==> config.mk <==
export PLATFORM = sky130hd
export DESIGN_NAME = rf_remote_pulse_frame_sender_top
export DESIGN_NICKNAME = d
export VERILOG_FILES = /design/src/rtl/rfps_pkg.sv /design/src/rtl/rfps_cfg.sv /design/src/rtl/rfps_seq.sv /design/src/rtl/rfps_out.sv /design/src/rtl/rf_remote_pulse_frame_sender_top.sv
export SDC_FILE = /design/constraint.sdc
export NUM_CORES = 1
export LEC_CHECK = 0
export BUFFER_PORTS_ARGS = -buffer_cell sky130_fd_sc_hd__buf_2
export CORE_ASPECT_RATIO = 1.75
export CORE_MARGIN = 5
export CORE_UTILIZATION = 25
export DETAILED_ROUTE_END_ITERATION = 7
export PLACE_DENSITY_LB_ADDON = 0.12
export SLEW_MARGIN = 25
export SYNTH_ARGS = -nofsm -noshare
export SYNTH_HDL_FRONTEND = slang
export SYNTH_SLANG_ARGS = --single-unit
==> constraint.sdc <==
create_clock -name clk -period 3.3 [get_ports clk]
set_clock_uncertainty 0.05 [all_clocks]
set_input_delay 0.495 -clock clk [delete_from_list [all_inputs] [get_ports clk]]
set_output_delay 0.495 -clock clk [all_outputs]
set_load 0.01 [all_outputs]
==> src/rtl/rfps_pkg.sv <==
// Shared types, constants and code table for the RF remote pulse frame sender.
package rfps_pkg;

    localparam int FRAME_BITS_DEF    = 48;
    localparam int SLOTS_PER_ONE_DEF = 3;

    localparam int CODE_W     = 32;
    localparam int HI_W       = 16;
    localparam int FRAME_W    = CODE_W + HI_W;
    localparam int REPEAT_W   = 4;
    localparam int SLOT_W     = 6;
    localparam int SEL_W      = 3;
    localparam int CFG_IDX_W  = 2;
    localparam int CFG_DATA_W = 16;

    localparam logic [REPEAT_W-1:0] REPEAT_RST   = 4'd6;
    localparam logic [SLOT_W-1:0]   PREAMBLE_RST = 6'd26;
    localparam logic [HI_W-1:0]     ON_CODE_RST  = 16'd13107;
    localparam logic [HI_W-1:0]     OFF_CODE_RST = 16'd21299;

    typedef enum logic [CFG_IDX_W-1:0] {
        REG_REPEAT_COUNT   = 2'd0,
        REG_PREAMBLE_SLOTS = 2'd1,
        REG_ON_CODE        = 2'd2,
        REG_OFF_CODE       = 2'd3
    } cfg_reg_t;

    typedef enum logic [1:0] {
        ST_NONE   = 2'd0,
        ST_ACCEPT = 2'd1,
        ST_REFUSE = 2'd2
    } cmd_status_t;

    typedef enum logic [0:0] {
        OP_CMD  = 1'b0,
        OP_TICK = 1'b1
    } op_t;

    typedef struct packed {
        logic [REPEAT_W-1:0] repeat_count;
        logic [SLOT_W-1:0]   preamble_slots;
        logic [HI_W-1:0]     on_code;
        logic [HI_W-1:0]     off_code;
    } cfg_t;

    typedef struct packed {
        logic        line_level;
        logic        busy_res;
        cmd_status_t cmd_status;
    } res_t;

    localparam logic [CODE_W-1:0] CODE_TABLE [16] = '{
        32'd859124533, 32'd861090613, 32'd892547893, 32'd1395864373,
        32'd859124563, 32'd861090643, 32'd892547923, 32'd1395864403,
        32'd859125043, 32'd861091123, 32'd892548403, 32'd1395864883,
        32'd859132723, 32'd861098803, 32'd892556083, 32'd1395872563
    };

endpackage

==> src/rtl/rfps_cfg.sv <==
// Configuration register file for the frame sender.
module rfps_cfg
    import rfps_pkg::*;
(
    input  logic                  clk,
    input  logic                  rst_n,
    input  logic                  cfg_valid,
    output logic                  cfg_ready,
    input  logic [CFG_IDX_W-1:0]  cfg_index,
    input  logic [CFG_DATA_W-1:0] cfg_data,
    output cfg_t                  cfg
);

    cfg_t cfg_reg;

    assign cfg_ready = 1'b1;
    assign cfg       = cfg_reg;

    always_ff @(posedge clk or negedge rst_n)
    begin
        if (!rst_n)
        begin
            cfg_reg.repeat_count   <= REPEAT_RST;
            cfg_reg.preamble_slots <= PREAMBLE_RST;
            cfg_reg.on_code        <= ON_CODE_RST;
            cfg_reg.off_code       <= OFF_CODE_RST;
        end
        else if (cfg_valid && cfg_ready)
        begin
            unique case (cfg_reg_t'(cfg_index))
                REG_REPEAT_COUNT:   cfg_reg.repeat_count   <= cfg_data[REPEAT_W-1:0];
                REG_PREAMBLE_SLOTS: cfg_reg.preamble_slots <= cfg_data[SLOT_W-1:0];
                REG_ON_CODE:        cfg_reg.on_code        <= cfg_data[HI_W-1:0];
                REG_OFF_CODE:       cfg_reg.off_code       <= cfg_data[HI_W-1:0];
                default:            cfg_reg                <= cfg_reg;
            endcase
        end
    end

endmodule

==> src/rtl/rfps_seq.sv <==
// Frame sequencer: command decode, slot state and per-transaction result.
module rfps_seq
    import rfps_pkg::*;
#(
    parameter int FRAME_BITS    = FRAME_BITS_DEF,
    parameter int SLOTS_PER_ONE = SLOTS_PER_ONE_DEF
)
(
    input  logic             clk,
    input  logic             rst_n,
    input  logic             accept,
    input  logic             op,
    input  logic [SEL_W-1:0] channel,
    input  logic [SEL_W-1:0] button,
    input  logic             switch_on,
    input  cfg_t             cfg,
    output res_t             res
);

    localparam int BIDX_W = $clog2(FRAME_BITS);
    localparam int EXT_W  = 1 << BIDX_W;
    localparam logic [SLOT_W-1:0] ONE_LEN    = SLOT_W'(SLOTS_PER_ONE);
    localparam logic [BIDX_W:0]   FRAME_LAST = (BIDX_W + 1)'(FRAME_BITS);

    typedef enum logic [3:0] {
        PH_IDLE = 4'b0001,
        PH_PRE  = 4'b0010,
        PH_SYNC = 4'b0100,
        PH_BITS = 4'b1000
    } phase_t;

    phase_t              phase_reg,   phase_next;
    logic [FRAME_W-1:0]  frame_reg,   frame_next;
    logic [SLOT_W-1:0]   slot_reg,    slot_next;
    logic [BIDX_W-1:0]   bit_reg,     bit_next;
    logic [REPEAT_W-1:0] repeats_reg, repeats_next;
    logic                level_reg,   level_next;

    logic [EXT_W-1:0]    frame_ext;
    logic [SLOT_W-1:0]   slot_inc;
    logic [SLOT_W-1:0]   pre_len;
    logic [BIDX_W:0]     bit_inc;
    logic [REPEAT_W-1:0] rep_dec;
    logic [1:0]          ch_lo;
    logic [1:0]          bt_lo;
    logic                bit_done;
    logic                sel_ok;
    cmd_status_t         status;

    always_comb
    begin
        frame_ext    = EXT_W'(frame_reg);
        slot_inc     = slot_reg + 1'b1;
        pre_len      = (cfg.preamble_slots == '0) ? SLOT_W'(1) : cfg.preamble_slots;
        bit_inc      = {1'b0, bit_reg} + 1'b1;
        rep_dec      = (repeats_reg != '0) ? repeats_reg - 1'b1 : '0;
        ch_lo        = 2'(channel - 1'b1);
        bt_lo        = 2'(button - 1'b1);
        sel_ok       = (channel >= SEL_W'(1)) && (channel <= SEL_W'(4))
                    && (button >= SEL_W'(1)) && (button <= SEL_W'(4));
        bit_done     = frame_ext[bit_reg] ? (slot_inc >= ONE_LEN) : 1'b1;

        phase_next   = phase_reg;
        frame_next   = frame_reg;
        slot_next    = slot_reg;
        bit_next     = bit_reg;
        repeats_next = repeats_reg;
        level_next   = level_reg;
        status       = ST_NONE;

        if (op_t'(op) == OP_CMD)
        begin
            if ((phase_reg != PH_IDLE) || !sel_ok)
            begin
                status = ST_REFUSE;
            end
            else
            begin
                frame_next   = {(switch_on ? cfg.on_code : cfg.off_code),
                                CODE_TABLE[{ch_lo, bt_lo}]};
                repeats_next = (cfg.repeat_count == '0) ? REPEAT_W'(1) : cfg.repeat_count;
                phase_next   = PH_PRE;
                slot_next    = '0;
                bit_next     = '0;
                status       = ST_ACCEPT;
            end
        end
        else
        begin
            unique case (phase_reg)
                PH_PRE:
                begin
                    level_next = 1'b0;
                    slot_next  = slot_inc;
                    if (slot_inc >= pre_len)
                    begin
                        slot_next  = '0;
                        phase_next = PH_SYNC;
                    end
                end
                PH_SYNC:
                begin
                    level_next = 1'b1;
                    slot_next  = '0;
                    bit_next   = '0;
                    phase_next = PH_BITS;
                end
                PH_BITS:
                begin
                    level_next = bit_reg[0];
                    slot_next  = slot_inc;
                    if (bit_done)
                    begin
                        slot_next = '0;
                        bit_next  = bit_inc[BIDX_W-1:0];
                        if (bit_inc >= FRAME_LAST)
                        begin
                            bit_next     = '0;
                            repeats_next = rep_dec;
                            phase_next   = (rep_dec == '0) ? PH_IDLE : PH_PRE;
                        end
                    end
                end
                default:
                begin
                    phase_next = phase_reg;
                end
            endcase
        end

        res.line_level = level_next;
        res.busy_res   = (phase_next != PH_IDLE);
        res.cmd_status = status;
    end

    always_ff @(posedge clk or negedge rst_n)
    begin
        if (!rst_n)
        begin
            phase_reg   <= PH_IDLE;
            frame_reg   <= '0;
            slot_reg    <= '0;
            bit_reg     <= '0;
            repeats_reg <= '0;
            level_reg   <= 1'b0;
        end
        else if (accept)
        begin
            phase_reg   <= phase_next;
            frame_reg   <= frame_next;
            slot_reg    <= slot_next;
            bit_reg     <= bit_next;
            repeats_reg <= repeats_next;
            level_reg   <= level_next;
        end
    end

endmodule

==> src/rtl/rfps_out.sv <==
// Result register with valid/stall handshake towards the receiver.
module rfps_out
    import rfps_pkg::*;
(
    input  logic  clk,
    input  logic  rst_n,
    input  logic  in_valid,
    output logic  in_stall,
    output logic  accept,
    input  res_t  res,
    output logic  out_valid,
    input  logic  out_stall,
    output res_t  out_res
);

    logic out_valid_reg, out_valid_next;
    res_t res_reg;

    assign in_stall       = out_valid_reg && out_stall;
    assign accept         = in_valid && !in_stall;
    assign out_valid_next = accept || (out_valid_reg && out_stall);
    assign out_valid      = out_valid_reg;
    assign out_res        = res_reg;

    always_ff @(posedge clk or negedge rst_n)
    begin
        if (!rst_n)
        begin
            out_valid_reg <= 1'b0;
        end
        else
        begin
            out_valid_reg <= out_valid_next;
        end
    end

    // hold the result while the receiver stalls
    always_ff @(posedge clk)
    begin
        if (accept)
        begin
            res_reg <= res;
        end
    end

endmodule

==> src/rtl/rf_remote_pulse_frame_sender_top.sv <==
// Top level of the RF remote pulse frame sender.
//
//  channel | direction | handshake           | payload
//  --------+-----------+---------------------+------------------------------------
//  input   | in        | in_valid / in_stall | op, channel, button, switch_on
//  result  | out       | out_valid/out_stall | line_level, busy_res, cmd_status
//  config  | in        | cfg_valid/cfg_ready | cfg_index, cfg_data
//
//  One transaction per cycle unless stalled; result in the cycle after acceptance.
//  Throughput is set by the single result register: one per cycle unless stalled.
//  in_stall is high only while a held result is stalled by the receiver.
//  Asynchronous active-low reset: sequencer idle, its level low, config at defaults.
//  cfg_ready is always high; writes take effect on the next cycle.
module rf_remote_pulse_frame_sender_top
    import rfps_pkg::*;
#(
    parameter int FRAME_BITS    = FRAME_BITS_DEF,
    parameter int SLOTS_PER_ONE = SLOTS_PER_ONE_DEF
)
(
    input  logic                  clk,
    input  logic                  rst_n,
    input  logic                  in_valid,
    output logic                  in_stall,
    input  logic                  op,
    input  logic [SEL_W-1:0]      channel,
    input  logic [SEL_W-1:0]      button,
    input  logic                  switch_on,
    output logic                  out_valid,
    input  logic                  out_stall,
    output logic                  line_level,
    output logic                  busy_res,
    output logic [1:0]            cmd_status,
    input  logic                  cfg_valid,
    output logic                  cfg_ready,
    input  logic [CFG_IDX_W-1:0]  cfg_index,
    input  logic [CFG_DATA_W-1:0] cfg_data
);

    cfg_t cfg;
    res_t res;
    res_t out_res;
    logic accept;

    rfps_cfg u_cfg (
        .clk       (clk),
        .rst_n     (rst_n),
        .cfg_valid (cfg_valid),
        .cfg_ready (cfg_ready),
        .cfg_index (cfg_index),
        .cfg_data  (cfg_data),
        .cfg       (cfg)
    );

    rfps_seq #(
        .FRAME_BITS    (FRAME_BITS),
        .SLOTS_PER_ONE (SLOTS_PER_ONE)
    ) u_seq (
        .clk       (clk),
        .rst_n     (rst_n),
        .accept    (accept),
        .op        (op),
        .channel   (channel),
        .button    (button),
        .switch_on (switch_on),
        .cfg       (cfg),
        .res       (res)
    );

    rfps_out u_out (
        .clk       (clk),
        .rst_n     (rst_n),
        .in_valid  (in_valid),
        .in_stall  (in_stall),
        .accept    (accept),
        .res       (res),
        .out_valid (out_valid),
        .out_stall (out_stall),
        .out_res   (out_res)
    );

    assign line_level = out_res.line_level;
    assign busy_res   = out_res.busy_res;
    assign cmd_status = out_res.cmd_status;

endmodule

==> results.rst <==
.. list-table::
   :header-rows: 1

   * - Metric
     - Value
   * - Fraction of power consumed by combinational cells
     - 14.9%
   * - Relative contribution of the clock network to total power
     - 34.7%
   * - Int Power
     - 2.15 mW
   * - Relative contribution of sequential cells to total power
     - 50.5%
   * - Synthesis Warnings
     - 0
   * - Critical path's top delay family
     - compound AO/OA/AOI/OAI gates
   * - Setup Total Neg Slack
     - 0 ps
   * - Data required time at the worst endpoint
     - 3480 ps
   * - Maximum fanout encountered on the critical timing path
     - 13
   * - Post-Place Cells
     - 712
   * - Synth cell types
     - 64
   * - Mux share of post-synthesis cell area
     - 16.4%
   * - Total number of placement rows
     - 68
   * - Fillcell total
     - 2104
   * - Global-route wire length before repair
     - 20.3 mm
   * - Synthesized-area fraction occupied by and/or/nand/nor cells
     - 13.5%
   * - Peak per-stage delay on the critical path
     - 720 ps
   * - Buffer type at the clock tree root
     - clkbuf_16
   * - Reg clk slew, reported paths
     - 80 ps
   * - Buffers from clock root to sink, at most
     - 2
   * - Overall overflow remaining after global route
     - 0
   * - Initial core utilization
     - 25.5%
   * - Share of flip-flops with an asynchronous set or reset
     - 96.0%
   * - Largest net degree at the start of global routing
     - 66
   * - Crit path max-delay cell type
     - a2111oi_1
   * - Setup repair after global routing missed its margin
     - no
   * - Initial antenna violation count
     - 0
   * - Worst-Margin Slew
     - 945 ps
   * - Post-DR vias/cell
     - 4.85
   * - Synthesized-area fraction occupied by ao, oa, aoi and oai cells
     - 12.1%
   * - Area enclosed by the die boundary
     - 23200 µm²
   * - Xor-xnor portion of the synthesized cell area
     - 1.57%
   * - IR drop worst, VDD
     - 0.188 mV
   * - Number of inserted diodes
     - 0
   * - Post-route insts no fill
     - 728
   * - Total power density per cell area
     - 515 nW/µm²
   * - Buffers added on ports
     - 36
   * - CP bufs+invs
     - 0
   * - Number of post-CTS setup repair buffers
     - 0
   * - Status
     - completed
   * - CTS Hold Bufs
     - 0
   * - Synthesis-stage register bit count
     - 101
   * - Critical path arrival
     - 3200 ps
   * - Inserted Clock Buffers
     - 9
   * - Nets@finish
     - 517
   * - Net switching power of the design
     - 0.828 mW
   * - Number of failing hold endpoints at the final stage
     - 0
   * - Layout cells sized above 1
     - 27.5%
   * - Post-detailed-route count of antenna-violating nets
     - 0
   * - Type of the worst min-delay path
     - primary input to asynchronous set/reset pin
   * - Via Count
     - 3531
   * - DR DRC count
     - 0
   * - Largest family of logic cells by synthesized area
     - multiplexers
   * - Primary flip-flop cell chosen by synthesis mapping
     - dfrtp_1
   * - Horiz. Die Dim
     - 117 µm
   * - Starting DRC count in detailed routing
     - 155
   * - Flip-flop count of the largest register after layout
     - 42
   * - Total routing resource utilization after global routing
     - 11.3%
   * - Final worst-path setup slack
     - 274 ps
   * - Static leakage power
     - 2.57 nW
   * - Post-route fraction of the period consumed by the critical path
     - 91.7%
   * - Worst Setup End Kind
     - flip-flop
   * - Synthesized area per cell
     - 11.4 µm²
   * - Worst slew margin relative to its limit
     - 36.8%
   * - Total clock sinks
     - 101
   * - Total power
     - 2.98 mW
   * - Proportion of synthesized chip area in sequential cells
     - 51.2%
   * - Synthesized netlist net count
     - 482
   * - Highest achievable clock rate
     - 330 MHz
   * - Critical path class
     - flip-flop to flip-flop
   * - Area of the mapped netlist
     - 5030 µm²
   * - Final Setup Violations
     - 0
   * - Synth Area in Adders
     - 2.19%
   * - Floorplan die height
     - 198 µm
   * - Post-synth EDFFs
     - 4
   * - WL final
     - 12.1 mm
   * - Synthesized netlist cell count
     - 443
   * - TritonCTS clock tree
     - done
   * - Maximum level of the CTS H-tree
     - 3
   * - Share of the core filled with cells in the final layout
     - 29.3%
   * - Final GP Congestion
     - 0.770
   * - I/O pin total
     - 38
   * - Switching portion of total power
     - 27.8%
   * - Final critical path time including I/O delays and setup
     - 3030 ps
   * - Wire length per cell after detailed routing
     - 16.7 µm
   * - Count of instances resized after the clock tree is built
     - 0
   * - Initial DRT Pass Iterations
     - 4
   * - Clock latency on the worst-skew pair
     - 350 ps
   * - Estimated wirelength of the detail-placed design
     - 9.10 mm
   * - Max-cap violations
     - 0
   * - Number of global-route vias before repair
     - 3791
   * - Signed area change from the synthesized netlist to the final layout
     - 14.9%
   * - Pre-CTS setup slack
     - 294 ps
   * - Number of max-slew violations in the final report
     - 0
   * - Core Footprint
     - 19700 µm²
   * - CP Launch Type
     - flip-flop
   * - Worst-path cell chain
     - mux4_1, a2111oi_1, nor4_2, a21boi_4, a31oi_1, mux2_4
==> stage by stage <==
| step | hold WS [ps] | instance area, µm² |
|---|---|---|
| after global routing | 279 | 5780 |
| after floorplan | 149 | 5030 |
| final | 198 | 5780 |
| after detailed placement | 401 | 5490 |
| after CTS | 235 | 5780 |
| after global placement | 401 | 5490 |
==> path summary, 6_finish.rpt <==
path	from	endpoint	slack, ps	cells past startpoint
worst max-delay path	u_seq.bit_reg[0]	u_seq.repeats_reg[0]	270	6
worst min-delay path	rst_n	u_cfg.cfg[19]	200	1
worst max register to register	u_seq.bit_reg[0]	u_seq.repeats_reg[0]	270	6
worst min register to register	u_seq.frame_reg[28]	u_seq.frame_reg[28]	410	1
max in group asynchronous	rst_n	u_seq.phase_reg[0]	2170	2
min in group clk	in_valid	u_out.out_valid	310	2
==> metal layers <==
metal	wire, µm	vias to the layer above	GRT usage, %
li1	-	1700	-
met1	4940	1752	13.3
met3	344	12	1.75
met5	0	-	0
met2	6660	67	20.3
met4	190	0	3.78
==> cells in the mapped netlist, types with 2 or more instances <==
library cell,number,area [µm²]
dfstp_2,22,578
nor4b_1,2,17.5
o22a_1,3,26.3
o31a_1,2,17.5
nor2b_1,3,18.8
clkbuf_1,17,63.8
xor2_1,4,35.0
nand2_1,44,165
mux2_2,43,484
or3_1,5,31.3
o21ai_0,27,135
a31oi_1,6,37.5
and2_1,3,18.8
and2b_1,2,15.0
a21o_1,5,37.5
nand4_1,3,18.8
a221oi_1,4,35.0
nor2_1,22,82.6
o211a_1,2,20.0
mux4_1,5,131
nand2b_1,8,50.1
a22o_1,3,26.3
buf_2,2,10.0
inv_1,14,52.6
nand3b_1,7,52.6
nand4b_1,2,17.5
o21a_1,3,22.5
o311ai_0,2,17.5
xnor2_1,5,43.8
a21oi_1,9,45.0
nor3_1,8,40.0
and3_1,3,18.8
mux2i_1,17,170
nand3_1,14,70.1
nor3b_1,2,15.0
a31o_2,2,17.5
ha_1,8,100
nor4_1,3,18.8
edfxtp_1,4,120
dfrtp_1,75,1880
a32o_1,5,50.1
==> kinds of logic after synthesis <==
kind of cell               Yosys count
AOI/OAI and AO/OA                   86
xor gates and xnor gates             9
adders and majority gates            9
buffers and inverters               36
DFF                                101
muxes                               67
other                                1
and+or+nand+nor                    134
==> cell usage in the layout (no fill, tap or decap), types with 4 or more instances in the layout <==
cell        n
nor3_1      8
inv_1      14
clkbuf_16   9
nor2_1     22
buf_4      10
nand2_1    44
a31oi_1     6
mux2i_1    17
edfxtp_1    4
xor2_1      4
mux2_2     43
nand3b_1    7
o21ai_0    27
ha_1        8
nand2b_1    8
a221oi_1    4
dfstp_2    22
a21oi_1     9
a21o_1      5
xnor2_1     5
nand3_1    14
dfrtp_1    75
mux4_1      5
or3_1       5
buf_2      35
a32o_1      5
==> power groups by stage <==
stage | registers, mW | logic [mW] | clock network [mW]
final | 1.50 | 0.443 | 1.03
after global routing | 1.53 | 0.508 | 1.13
after CTS | 1.51 | 0.458 | 1.07
after detailed placement | 1.53 | 0.456 | 0
after global placement | 1.52 | 0.446 | 0
after floorplan | 1.48 | 0.329 | 0
==> layout make-up <==
cell class	instances	area, µm²	area share (%)
Clock inverter	6	56.3	0.974
Clock buffer	10	229	3.96
Timing Repair Buffer	45	250	4.33
Inverter	15	56.3	0.974
Tap cell	245	307	5.30
Sequential cell	101	2570	44.6
Multi-Input combinational cell	306	2310	39.9
(Power assumes the default switching activity.)
